--- src/design/phfe_pkg.sv ---
// shared types and constants of the packet header field extractor
`default_nettype none

package phfe_pkg;

   localparam int unsigned QueueDepth = 2;

   localparam logic [15:0] EthVlan  = 16'h8100;
   localparam logic [15:0] EthPppoe = 16'h8864;
   localparam logic [15:0] EthIpv4  = 16'h0800;
   localparam logic [15:0] PppIpv4  = 16'h0021;
   localparam logic [15:0] FragMask = 16'h3fff;
   localparam logic [7:0]  ProtoTcp = 8'd6;
   localparam logic [7:0]  ProtoUdp = 8'd17;

   localparam logic [2:0] DepthLink  = 3'd2;
   localparam logic [2:0] DepthNet   = 3'd3;
   localparam logic [2:0] DepthXport = 3'd4;

   localparam logic [1:0] RegParseDepth = 2'd0;
   localparam logic [1:0] RegHashEnable = 2'd1;

   localparam int unsigned RspWidth = 192;

   // raw header bytes captured from one frame
   typedef struct packed {
      logic [7:0]  byte_count;
      logic [15:0] type0;
      logic [11:0] tag;
      logic [15:0] type1;
      logic [15:0] ppp0;
      logic [15:0] ppp1;
      logic [3:0]  ihl;
      logic [15:0] frag;
      logic [7:0]  proto;
      logic [31:0] src;
      logic [31:0] dst;
      logic [15:0] sport;
      logic [15:0] dport;
      logic [3:0]  doff;
      logic [5:0]  flags;
   } rec_type;

   // decoded fields ahead of the hash adder
   typedef struct packed {
      logic [2:0]  depth;
      logic [15:0] etype;
      logic [11:0] vlan;
      logic [7:0]  proto;
      logic [31:0] src;
      logic [31:0] dst;
      logic [15:0] sport;
      logic [15:0] dport;
      logic [7:0]  l4;
      logic [7:0]  payload;
      logic [5:0]  flags;
      logic [17:0] small_sum;
      logic        hash_en;
   } dec_type;

endpackage

`default_nettype wire

--- src/design/packet_header_field_extractor.sv ---
// top level of the packet header field extractor
`default_nettype none
// Frame bytes enter on the req_ stream, one byte per transaction, from the
// destination MAC onward; req_tlast marks the final byte of a frame. Every
// byte can be taken on consecutive cycles while the queue has room. Only
// the last byte of a frame yields a transaction on the rsp_ stream,
// carrying the Ethernet type, VLAN id, IPv4 protocol and addresses, ports,
// layer-4 and payload offsets, TCP flags, depth reached and flow hash.
// The front end captures header bytes by position as they stream by and,
// on the last byte, pushes one record into a short queue. The back end
// decodes a record in one stage and adds up the flow hash in a second, so
// a result passes from the queue through the decode and output registers
// to rsp_tvalid. Throughput is one byte per cycle and one result per cycle
// while rsp_tready holds; back to back one-byte frames run at full rate.
// When the receiver stalls, results wait in the output register, the
// decode stage and the queue; req_tready falls only when the queue is full.
// Reset clears the capture state, queue and pipeline and sets parse_depth
// to 4 and hash_enable to 1. The csr_ port holds these two registers at
// byte addresses 0 and 4.

module packet_header_field_extractor #(
   parameter int unsigned QUEUE_DEPTH = phfe_pkg::QueueDepth
) (
   input  wire logic        clock,
   input  wire logic        reset,
   input  wire logic        req_tvalid,
   output logic             req_tready,
   input  wire logic [7:0]  req_tdata,   // packet_byte
   input  wire logic        req_tlast,
   output logic             rsp_tvalid,
   input  wire logic        rsp_tready,
   // depth_reached, ether_type, vlan_tag_id, ip_protocol, source_address,
   // dest_address, source_port, dest_port, transport_offset, payload_start,
   // tcp_flag_bits, flow_hash, zero fill
   output logic [phfe_pkg::RspWidth-1:0] rsp_tdata,
   input  wire logic        csr_psel,
   input  wire logic        csr_penable,
   input  wire logic        csr_pwrite,
   input  wire logic [2:0]  csr_paddr,
   input  wire logic [31:0] csr_pwdata,
   output logic [31:0]      csr_prdata,
   output logic             csr_pready
);

   logic [2:0] parse_depth_ff;
   logic       hash_enable_ff;
   logic       csr_wr;
   logic [1:0] csr_idx;
   logic       push, push_ready, head_valid, head_ready;
   phfe_pkg::rec_type push_rec, head;

   assign csr_pready = 1'b1;
   assign csr_wr     = csr_psel && csr_penable && csr_pwrite && csr_pready;
   assign csr_idx    = {1'b0, csr_paddr[2]};

   always_comb begin
      unique case (csr_idx)
         phfe_pkg::RegParseDepth: csr_prdata = {29'b0, parse_depth_ff};
         phfe_pkg::RegHashEnable: csr_prdata = {31'b0, hash_enable_ff};
         default:                 csr_prdata = 32'd0;
      endcase
   end

   always_ff @(posedge clock) begin
      if (reset) begin
         parse_depth_ff <= phfe_pkg::DepthXport;
         hash_enable_ff <= 1'b1;
      end else if (csr_wr) begin
         unique case (csr_idx)
            phfe_pkg::RegParseDepth: parse_depth_ff <= csr_pwdata[2:0];
            phfe_pkg::RegHashEnable: hash_enable_ff <= csr_pwdata[0];
            default: ;
         endcase
      end
   end

   phfe_front u_front (
      .clock      (clock),
      .reset      (reset),
      .req_tvalid (req_tvalid),
      .req_tready (req_tready),
      .req_tdata  (req_tdata),
      .req_tlast  (req_tlast),
      .push       (push),
      .push_rec   (push_rec),
      .push_ready (push_ready)
   );

   phfe_queue #(
      .DEPTH (QUEUE_DEPTH)
   ) u_queue (
      .clock     (clock),
      .reset     (reset),
      .in_valid  (push),
      .in_ready  (push_ready),
      .in_rec    (push_rec),
      .out_valid (head_valid),
      .out_ready (head_ready),
      .out_rec   (head)
   );

   phfe_back u_back (
      .clock       (clock),
      .reset       (reset),
      .parse_depth (parse_depth_ff),
      .hash_enable (hash_enable_ff),
      .head_valid  (head_valid),
      .head_ready  (head_ready),
      .head        (head),
      .rsp_tvalid  (rsp_tvalid),
      .rsp_tready  (rsp_tready),
      .rsp_tdata   (rsp_tdata)
   );

endmodule

`default_nettype wire

--- src/design/phfe_front.sv ---
// byte capture front end: picks header bytes out of the stream by position
`default_nettype none

module phfe_front (
   input  wire logic             clock,
   input  wire logic             reset,
   input  wire logic             req_tvalid,
   output logic                  req_tready,
   input  wire logic [7:0]       req_tdata,
   input  wire logic             req_tlast,
   output logic                  push,
   output phfe_pkg::rec_type     push_rec,
   input  wire logic             push_ready
);

   phfe_pkg::rec_type cap_ff, cap_in;
   logic [7:0] pos;
   logic       vlan_seen;
   logic [15:0] mid_type;
   logic [4:0] ns;
   logic [8:0] ip_diff;
   logic       ip_hit;
   logic [4:0] ip_off;
   logic [3:0] ihl_eff;
   logic [6:0] l4;
   logic [8:0] l4_diff;
   logic       l4_hit;
   logic [3:0] l4_off;
   logic       accept;

   assign req_tready = push_ready;
   assign accept     = req_tvalid && req_tready;
   assign push       = accept && req_tlast;
   assign push_rec   = cap_in;

   always_comb begin
      cap_in   = cap_ff;
      pos      = cap_ff.byte_count;
      cap_in.byte_count = (pos == 8'hff) ? pos : pos + 8'd1;

      unique case (pos)
         8'd12: cap_in.type0[15:8] = req_tdata;
         8'd13: cap_in.type0[7:0]  = req_tdata;
         8'd14: cap_in.tag[11:8]   = req_tdata[3:0];
         8'd15: cap_in.tag[7:0]    = req_tdata;
         8'd16: cap_in.type1[15:8] = req_tdata;
         8'd17: cap_in.type1[7:0]  = req_tdata;
         8'd20: cap_in.ppp0[15:8]  = req_tdata;
         8'd21: cap_in.ppp0[7:0]   = req_tdata;
         8'd24: cap_in.ppp1[15:8]  = req_tdata;
         8'd25: cap_in.ppp1[7:0]   = req_tdata;
         default: ;
      endcase

      vlan_seen = (cap_ff.type0 == phfe_pkg::EthVlan);
      mid_type  = vlan_seen ? cap_ff.type1 : cap_ff.type0;
      ns        = 5'd14 + (vlan_seen ? 5'd4 : 5'd0)
                  + ((mid_type == phfe_pkg::EthPppoe) ? 5'd8 : 5'd0);

      ip_diff = {1'b0, pos} - {4'b0, ns};
      ip_hit  = !ip_diff[8] && (ip_diff[7:0] < 8'd20);
      ip_off  = ip_diff[4:0];

      if (ip_hit) begin
         unique case (ip_off)
            5'd0:  cap_in.ihl        = req_tdata[3:0];
            5'd6:  cap_in.frag[15:8] = req_tdata;
            5'd7:  cap_in.frag[7:0]  = req_tdata;
            5'd9:  cap_in.proto      = req_tdata;
            5'd12: cap_in.src[31:24] = req_tdata;
            5'd13: cap_in.src[23:16] = req_tdata;
            5'd14: cap_in.src[15:8]  = req_tdata;
            5'd15: cap_in.src[7:0]   = req_tdata;
            5'd16: cap_in.dst[31:24] = req_tdata;
            5'd17: cap_in.dst[23:16] = req_tdata;
            5'd18: cap_in.dst[15:8]  = req_tdata;
            5'd19: cap_in.dst[7:0]   = req_tdata;
            default: ;
         endcase
      end

      ihl_eff = (ip_hit && ip_off == 5'd0) ? req_tdata[3:0] : cap_ff.ihl;
      l4      = {2'b0, ns} + {1'b0, ihl_eff, 2'b0};
      l4_diff = {1'b0, pos} - {2'b0, l4};
      l4_hit  = !l4_diff[8] && (l4_diff[7:0] < 8'd14);
      l4_off  = l4_diff[3:0];

      if (l4_hit) begin
         unique case (l4_off)
            4'd0:  cap_in.sport[15:8] = req_tdata;
            4'd1:  cap_in.sport[7:0]  = req_tdata;
            4'd2:  cap_in.dport[15:8] = req_tdata;
            4'd3:  cap_in.dport[7:0]  = req_tdata;
            4'd12: cap_in.doff        = req_tdata[7:4];
            4'd13: cap_in.flags       = req_tdata[5:0];
            default: ;
         endcase
      end
   end

   always_ff @(posedge clock) begin
      if (reset) begin
         cap_ff <= '0;
      end else if (accept) begin
         cap_ff <= req_tlast ? '0 : cap_in;
      end
   end

endmodule

`default_nettype wire

--- src/design/phfe_queue.sv ---
// small queue of captured frame records between front and back
`default_nettype none

module phfe_queue #(
   parameter int unsigned DEPTH = phfe_pkg::QueueDepth
) (
   input  wire logic              clock,
   input  wire logic              reset,
   input  wire logic              in_valid,
   output logic                   in_ready,
   input  wire phfe_pkg::rec_type in_rec,
   output logic                   out_valid,
   input  wire logic              out_ready,
   output phfe_pkg::rec_type      out_rec
);

   localparam int unsigned AW = (DEPTH > 1) ? $clog2(DEPTH) : 1;
   localparam int unsigned CW = $clog2(DEPTH + 1);
   localparam logic [AW-1:0] LastIdx = AW'(DEPTH - 1);
   localparam logic [CW-1:0] Full    = CW'(DEPTH);

   phfe_pkg::rec_type store [DEPTH];
   logic [AW-1:0] wr_ff, rd_ff;
   logic [CW-1:0] cnt_ff;
   logic          wr_en, rd_en;

   assign in_ready  = (cnt_ff != Full);
   assign out_valid = (cnt_ff != '0);
   assign out_rec   = store[rd_ff];
   assign wr_en     = in_valid && in_ready;
   assign rd_en     = out_valid && out_ready;

   always_ff @(posedge clock) begin
      if (wr_en) begin
         store[wr_ff] <= in_rec;
      end
   end

   always_ff @(posedge clock) begin
      if (reset) begin
         wr_ff  <= '0;
         rd_ff  <= '0;
         cnt_ff <= '0;
      end else begin
         if (wr_en) begin
            wr_ff <= (wr_ff == LastIdx) ? '0 : wr_ff + AW'(1);
         end
         if (rd_en) begin
            rd_ff <= (rd_ff == LastIdx) ? '0 : rd_ff + AW'(1);
         end
         if (wr_en && !rd_en) begin
            cnt_ff <= cnt_ff + CW'(1);
         end else if (rd_en && !wr_en) begin
            cnt_ff <= cnt_ff - CW'(1);
         end
      end
   end

endmodule

`default_nettype wire

--- src/design/phfe_back.sv ---
// back end: header decode, flow hash and output register
`default_nettype none

module phfe_back (
   input  wire logic              clock,
   input  wire logic              reset,
   input  wire logic [2:0]        parse_depth,
   input  wire logic              hash_enable,
   input  wire logic              head_valid,
   output logic                   head_ready,
   input  wire phfe_pkg::rec_type head,
   output logic                   rsp_tvalid,
   input  wire logic              rsp_tready,
   output logic [phfe_pkg::RspWidth-1:0] rsp_tdata
);

   phfe_pkg::dec_type dec, s1_ff;
   logic        s1_valid_ff, o_valid_ff;
   logic [phfe_pkg::RspWidth-1:0] o_data_ff, o_data_in;
   logic        out_free, s1_free;
   logic        vlan_seen, ip_ok, depth3, depth4;
   logic [15:0] pppw;
   logic [4:0]  ns;
   logic [8:0]  cnt;
   logic [6:0]  l4;
   logic [31:0] hash;

   assign out_free   = !o_valid_ff || rsp_tready;
   assign s1_free    = !s1_valid_ff || out_free;
   assign head_ready = s1_free;
   assign rsp_tvalid = o_valid_ff;
   assign rsp_tdata  = o_data_ff;

   assign depth3 = (parse_depth >= 3'd3);
   assign depth4 = (parse_depth >= 3'd4);

   always_comb begin
      dec       = '0;
      cnt       = {1'b0, head.byte_count};
      vlan_seen = (head.type0 == phfe_pkg::EthVlan);
      dec.vlan  = vlan_seen ? head.tag : 12'd0;
      dec.etype = vlan_seen ? head.type1 : head.type0;
      pppw      = vlan_seen ? head.ppp1 : head.ppp0;
      ns        = 5'd14 + (vlan_seen ? 5'd4 : 5'd0)
                  + ((dec.etype == phfe_pkg::EthPppoe) ? 5'd8 : 5'd0);
      if (dec.etype == phfe_pkg::EthPppoe && pppw == phfe_pkg::PppIpv4) begin
         dec.etype = phfe_pkg::EthIpv4;
      end
      dec.depth = phfe_pkg::DepthLink;
      l4        = {2'b0, ns} + {1'b0, head.ihl, 2'b0};
      ip_ok     = depth3 && (dec.etype == phfe_pkg::EthIpv4)
                  && (cnt >= {4'b0, ns} + 9'd20);
      if (ip_ok) begin
         dec.proto = head.proto;
         dec.src   = head.src;
         dec.dst   = head.dst;
         if ((head.frag & phfe_pkg::FragMask) == 16'd0) begin
            dec.l4    = {1'b0, l4};
            dec.depth = phfe_pkg::DepthNet;
            if (depth4) begin
               if (head.proto == phfe_pkg::ProtoTcp) begin
                  if (cnt >= {2'b0, l4} + 9'd20) begin
                     dec.sport   = head.sport;
                     dec.dport   = head.dport;
                     dec.flags   = head.flags;
                     dec.payload = {1'b0, l4} + {2'b0, head.doff, 2'b0};
                     dec.depth   = phfe_pkg::DepthXport;
                  end
               end else if (head.proto == phfe_pkg::ProtoUdp) begin
                  if (cnt >= {2'b0, l4} + 9'd8) begin
                     dec.sport   = head.sport;
                     dec.dport   = head.dport;
                     dec.payload = {1'b0, l4} + 8'd8;
                     dec.depth   = phfe_pkg::DepthXport;
                  end
               end else begin
                  dec.payload = {1'b0, l4};
                  dec.depth   = phfe_pkg::DepthXport;
               end
            end
         end
      end
      dec.small_sum = {6'b0, dec.vlan} + {10'b0, dec.proto}
                      + {2'b0, dec.sport} + {2'b0, dec.dport};
      dec.hash_en   = hash_enable;
   end

   always_comb begin
      hash = s1_ff.hash_en ? (s1_ff.src + s1_ff.dst + {14'b0, s1_ff.small_sum}) : 32'd0;
      o_data_in = {3'b0, hash, s1_ff.flags, s1_ff.payload, s1_ff.l4, s1_ff.dport,
                   s1_ff.sport, s1_ff.dst, s1_ff.src, s1_ff.proto, s1_ff.vlan,
                   s1_ff.etype, s1_ff.depth};
   end

   always_ff @(posedge clock) begin
      if (reset) begin
         s1_valid_ff <= 1'b0;
         o_valid_ff  <= 1'b0;
      end else begin
         if (s1_free) begin
            s1_valid_ff <= head_valid;
         end
         if (out_free) begin
            o_valid_ff <= s1_valid_ff;
         end
      end
   end

   always_ff @(posedge clock) begin
      if (s1_free && head_valid) begin
         s1_ff <= dec;
      end
      if (out_free && s1_valid_ff) begin
         o_data_ff <= o_data_in;
      end
   end

endmodule

`default_nettype wire

--- config.mk ---
export PLATFORM = sky130hd
export DESIGN_NAME = packet_header_field_extractor
export DESIGN_NICKNAME = d
export VERILOG_FILES = /design/src/design/phfe_pkg.sv /design/src/design/packet_header_field_extractor.sv /design/src/design/phfe_front.sv /design/src/design/phfe_queue.sv /design/src/design/phfe_back.sv
export SDC_FILE = /design/constraint.sdc
export NUM_CORES = 1
export LEC_CHECK = 0
export BUFFER_PORTS_ARGS = -buffer_cell sky130_fd_sc_hd__buf_2
export CAP_MARGIN = 20
export CORE_ASPECT_RATIO = 1.2
export CORE_UTILIZATION = 50
export CTS_CLUSTER_SIZE = 24
export DETAILED_ROUTE_END_ITERATION = 8
export PLACE_DENSITY_LB_ADDON = 0.2
export SYNTH_ARGS = -nofsm -noshare
export SYNTH_HDL_FRONTEND = slang
export SYNTH_SLANG_ARGS = --single-unit
--- constraint.sdc ---
create_clock -name clock -period 13.6 [get_ports clock]
set_input_delay 2.72 -clock clock [delete_from_list [all_inputs] [get_ports clock]]
set_output_delay 2.72 -clock clock [all_outputs]
set_load 0.005 [all_outputs]
==> summary.txt <==
GRT
  – GRT Total Usage: 22.3%
  – Initial antenna violation count: 1
  – Overflow after GRT: 0
  – First-pass GRT wire length: 146 mm
  – Vias in the first global route: 25.2k
  – Largest net degree at the start of global routing: 169

STA
  – Least-Margin Pin Slew: 1.18 ns
  – Setup Viol. Count Final: 0
  – Post-route clock period utilization: 71.8%
  – RSZ-0062 raised after global routing: false
  – Worst Skew: 0.0343 ns
  – Final Hold Viols: 0
  – Min Tclk post-route: 9.76 ns
  – Fmax: 0.102 GHz
  – Setup TNS: 0 ns
  – Max-slew violations: 0
  – Max-Slew Margin vs Limit: 21.4%

Finish
  – Register area: 28200 sq um
  – # fillers: 6694
  – N_diodes: 0
  – Fraction of layout cells with a size suffix above 1: 20.0%
  – Final design area excluding fillers: 48100 sq um
  – Synthesis-to-finish area growth: 12.9%
  – Multi-input gate area: 13500 sq um
  – Count of nets after finishing: 3401
  – Final Core Density: 57.4%

Placement
  – PortBufs: 210
  – Final HPWL DP: 62.6 mm
  – RePlAce Congestion: 0.903
  – Area after DPL: 44800 sq um

Routing
  – Vias per cell: 5.65
  – DRC: 0
  – Via Count: 24.9k
  – Post-DRT Antenna Nets: 0
  – Routed WL per cell: 21.9 microns
  – Starting DRT DRC Count: 1624
  – Final WL: 96.4 mm
  – Drt pass-1 iters: 6

Setup path
  – Worst path required time: 14.02 ns
  – R2r endpoint: u_back.s1_ff[17]
  – Crit path top cell by count: ha_1
  – Register-to-Register Setup Slack: 3.84 ns
  – Setup crit start kind: flop
  – Critical path type: reg -> reg
  – CP Capture Point: u_back.s1_ff[17]
  – Worst Setup End Kind: flop
  – Reg2reg path depth: 32
  – Critical-path top delay cell: xor2_1
  – Slowest Stage Delay on Critical Path: 0.65 ns
  – Crit Path Max Fanout: 48
  – Arrival @ worst endpoint: 10.18 ns

Synthesis
  – EDFF count, synth: 787
  – Synth cell types: 78
  – Ys Warns: 0
  – Cells after Synth: 2994
  – Register bit total from synthesis: 1014
  – Synthesized cell area: 42600 sq um
  – Avg Inst Size Synth: 14.2 sq um
  – Seq/Total Area, Yosys: 66.1%
  – Top_reg_cell synth: edfxtp_1
  – FFs w/ async S/R, synth: 0%

Clocking
  – # hold bufs at CTS: 0
  – Clock buffer depth: 3
  – TritonCTS clock tree: built
  – CTS sink cnt: 1014
  – Clock latency on the worst-skew pair: 0.67 ns
  – Post-CTS Setup Inserts: 0
  – Post-cts resize count: 0
  – H-tree level count: 3
  – Reg clk slew, reported paths: 0.06 ns
  – Clock root buffer: clkbuf_16
  – CTS buffer count: 99

Floorplan
  – Starting density of the core: 50.8%
  – Die ar.: 86400 sq um
  – Core area: 83900 sq um
  – Die Y: 322 microns
  – # rows: 116
  – Io pins: 278
  – DIE WIDTH: 269 microns

Flow run
  – MaxCap Viol Count: 0

Pwr
  – PD cells: 189 nW/um^2
  – Total power: 0.00909 W
  – Max VDD drop: 0.129 mV
  – Lkg Pwr: 17.7 nW

Hold path
  – Hold Path Class: reg -> reg

Status
  – Run status: finished clean
==> metrics by stage <==
stage | cells | setup slack (ns) | hold WS [ns]
detailed placement | 4218 | 3.99 | 0.405
CTS | 4401 | 3.92 | 0.416
finish | 4401 | 3.84 | 0.414
floorplan | 3028 | 0.921 | 0.400
global placement | 4216 | 4.16 | 0.405
global route | 4401 | 3.32 | 0.422
==> report_power, final <==
part,internal (W),switching (W),leakage (nW)
Combinational,0.000778,0.00128,6.73
Sequential,0.00402,0.000215,9.31
Clock,0.00164,0.00115,1.62
Total,0.00644,0.00265,17.6
==> cells by family (layout without fill, tap and decap cells) <==
group | after synthesis | after routing | synth area share [%]
flops | 1014 | 1014 | 66.1
simple gates | 620 | 620 | 6.87
compound gates | 515 | 515 | 8.56
mux | 367 | 367 | 9.30
fa+ha+maj | 154 | 154 | 5.21
xor+xnor | 64 | 64 | 1.31
buf+inv | 258 | 510 | 2.63
other cells | 2 | 36 | 0.0176
==> registers in the layout, indices dropped and copies added (netlist names), named ones only <==
signal and cells:
u_back.rsp_tdata 185, u_back.s1_ff 19, u_back.s1_valid_ff 1, parse_depth_ff 3, u_front.cap_ff 208, u_back.o_data_in 153
hash_enable_ff 1, u_back.rsp_tvalid 1, u_queue.cnt_ff 2, u_queue.store 430, u_front.pos 8, u_queue.wr_ff 1
u_queue.rd_ff 1
==> Yosys cell counts (all sizes together) (6+ instances only) <==
cell type    n  area (sq um)
fa          40           801
a211oi      24           200
a21oi       88           440
buf         62           384
nor3        39           195
a21o        35           263
a2111oi      6          52.6
nand3       31           155
inv         79           297
or3          6          37.5
clkbuf     117           439
nor2       284          1070
nor4b       13           129
and3        12          75.1
o211ai      11          82.6
o22ai        7          43.8
nand2      101           379
nand4       16           100
o2bb2ai     96           841
nor2b       27           169
a31oi        8          50.1
or2         21           131
nor4        23           144
o21bai       8          60.1
o21a        15           113
nand2b      11          68.8
mux2       223          2510
mux2i      143          1430
ha         112          1400
nor3b        6          45.0
edfxtp     787         23600
a22oi       88           661
and2        10          62.6
xor2        28           245
dfxtp      227          4540
a211o        9          78.8
xnor2       36           315
o21ai       81           409
==> worst max-delay path, delay by kind of cell (launching register included) <==
family / cells / cell delay (ns)
mux: 1 / 0.41
fa+ha+maj: 6 / 2.17
compound gates: 12 / 2.73
flops: 1 / 0.64
xor+xnor: 3 / 0.83
buf+inv: 4 / 0.95
simple gates: 6 / 1.73
==> area by class of cell <==
class	instances	share of cell area, %
Sequential cell	1014	58.5
Multi-Input combinational cell	1756	28.1
Clock buffer	137	5.77
Tap cell	1121	2.91
Timing Repair Buffer	248	2.88
Clock inverter	46	1.20
Inverter	79	0.626
==> how the worst min path moves through the flow <==
stage | startpoint | end | cells after the start
6_report | u_back.o_data_in[140] | u_back.rsp_tdata[140] | 0
5_1_grt | u_back.o_data_in[140] | u_back.rsp_tdata[140] | 0
4_1_cts | u_back.o_data_in[140] | u_back.rsp_tdata[140] | 0
3_5_place_dp | u_back.o_data_in[112] | u_back.rsp_tdata[112] | 0
3_3_place_gp | u_back.o_data_in[0] | u_back.rsp_tdata[0] | 0
2_1_floorplan | u_back.o_data_in[0] | u_back.rsp_tdata[0] | 0
==> cells in the final DEF, fill, tap and decap left out, drive strengths merged, types with 96 or more instances in the layout <==
cell,Yosys,layout
mux2,223,223
o2bb2ai,96,96
nand2,101,101
buf,62,248
edfxtp,787,787
clkbuf,117,137
dfxtp,227,227
nor2,284,284
ha,112,112
mux2i,143,143
==> per-layer routing <==
metal	GRT usage [%]	wire [microns]	vias to the layer above
li1	-	-	11642
met4	8.70	3350	0
met5	0	0	-
met2	39.1	48900	738
met1	27.6	39500	12294
met3	3.24	4630	176
No activity file was read; power rests on OpenSTA's default activity.
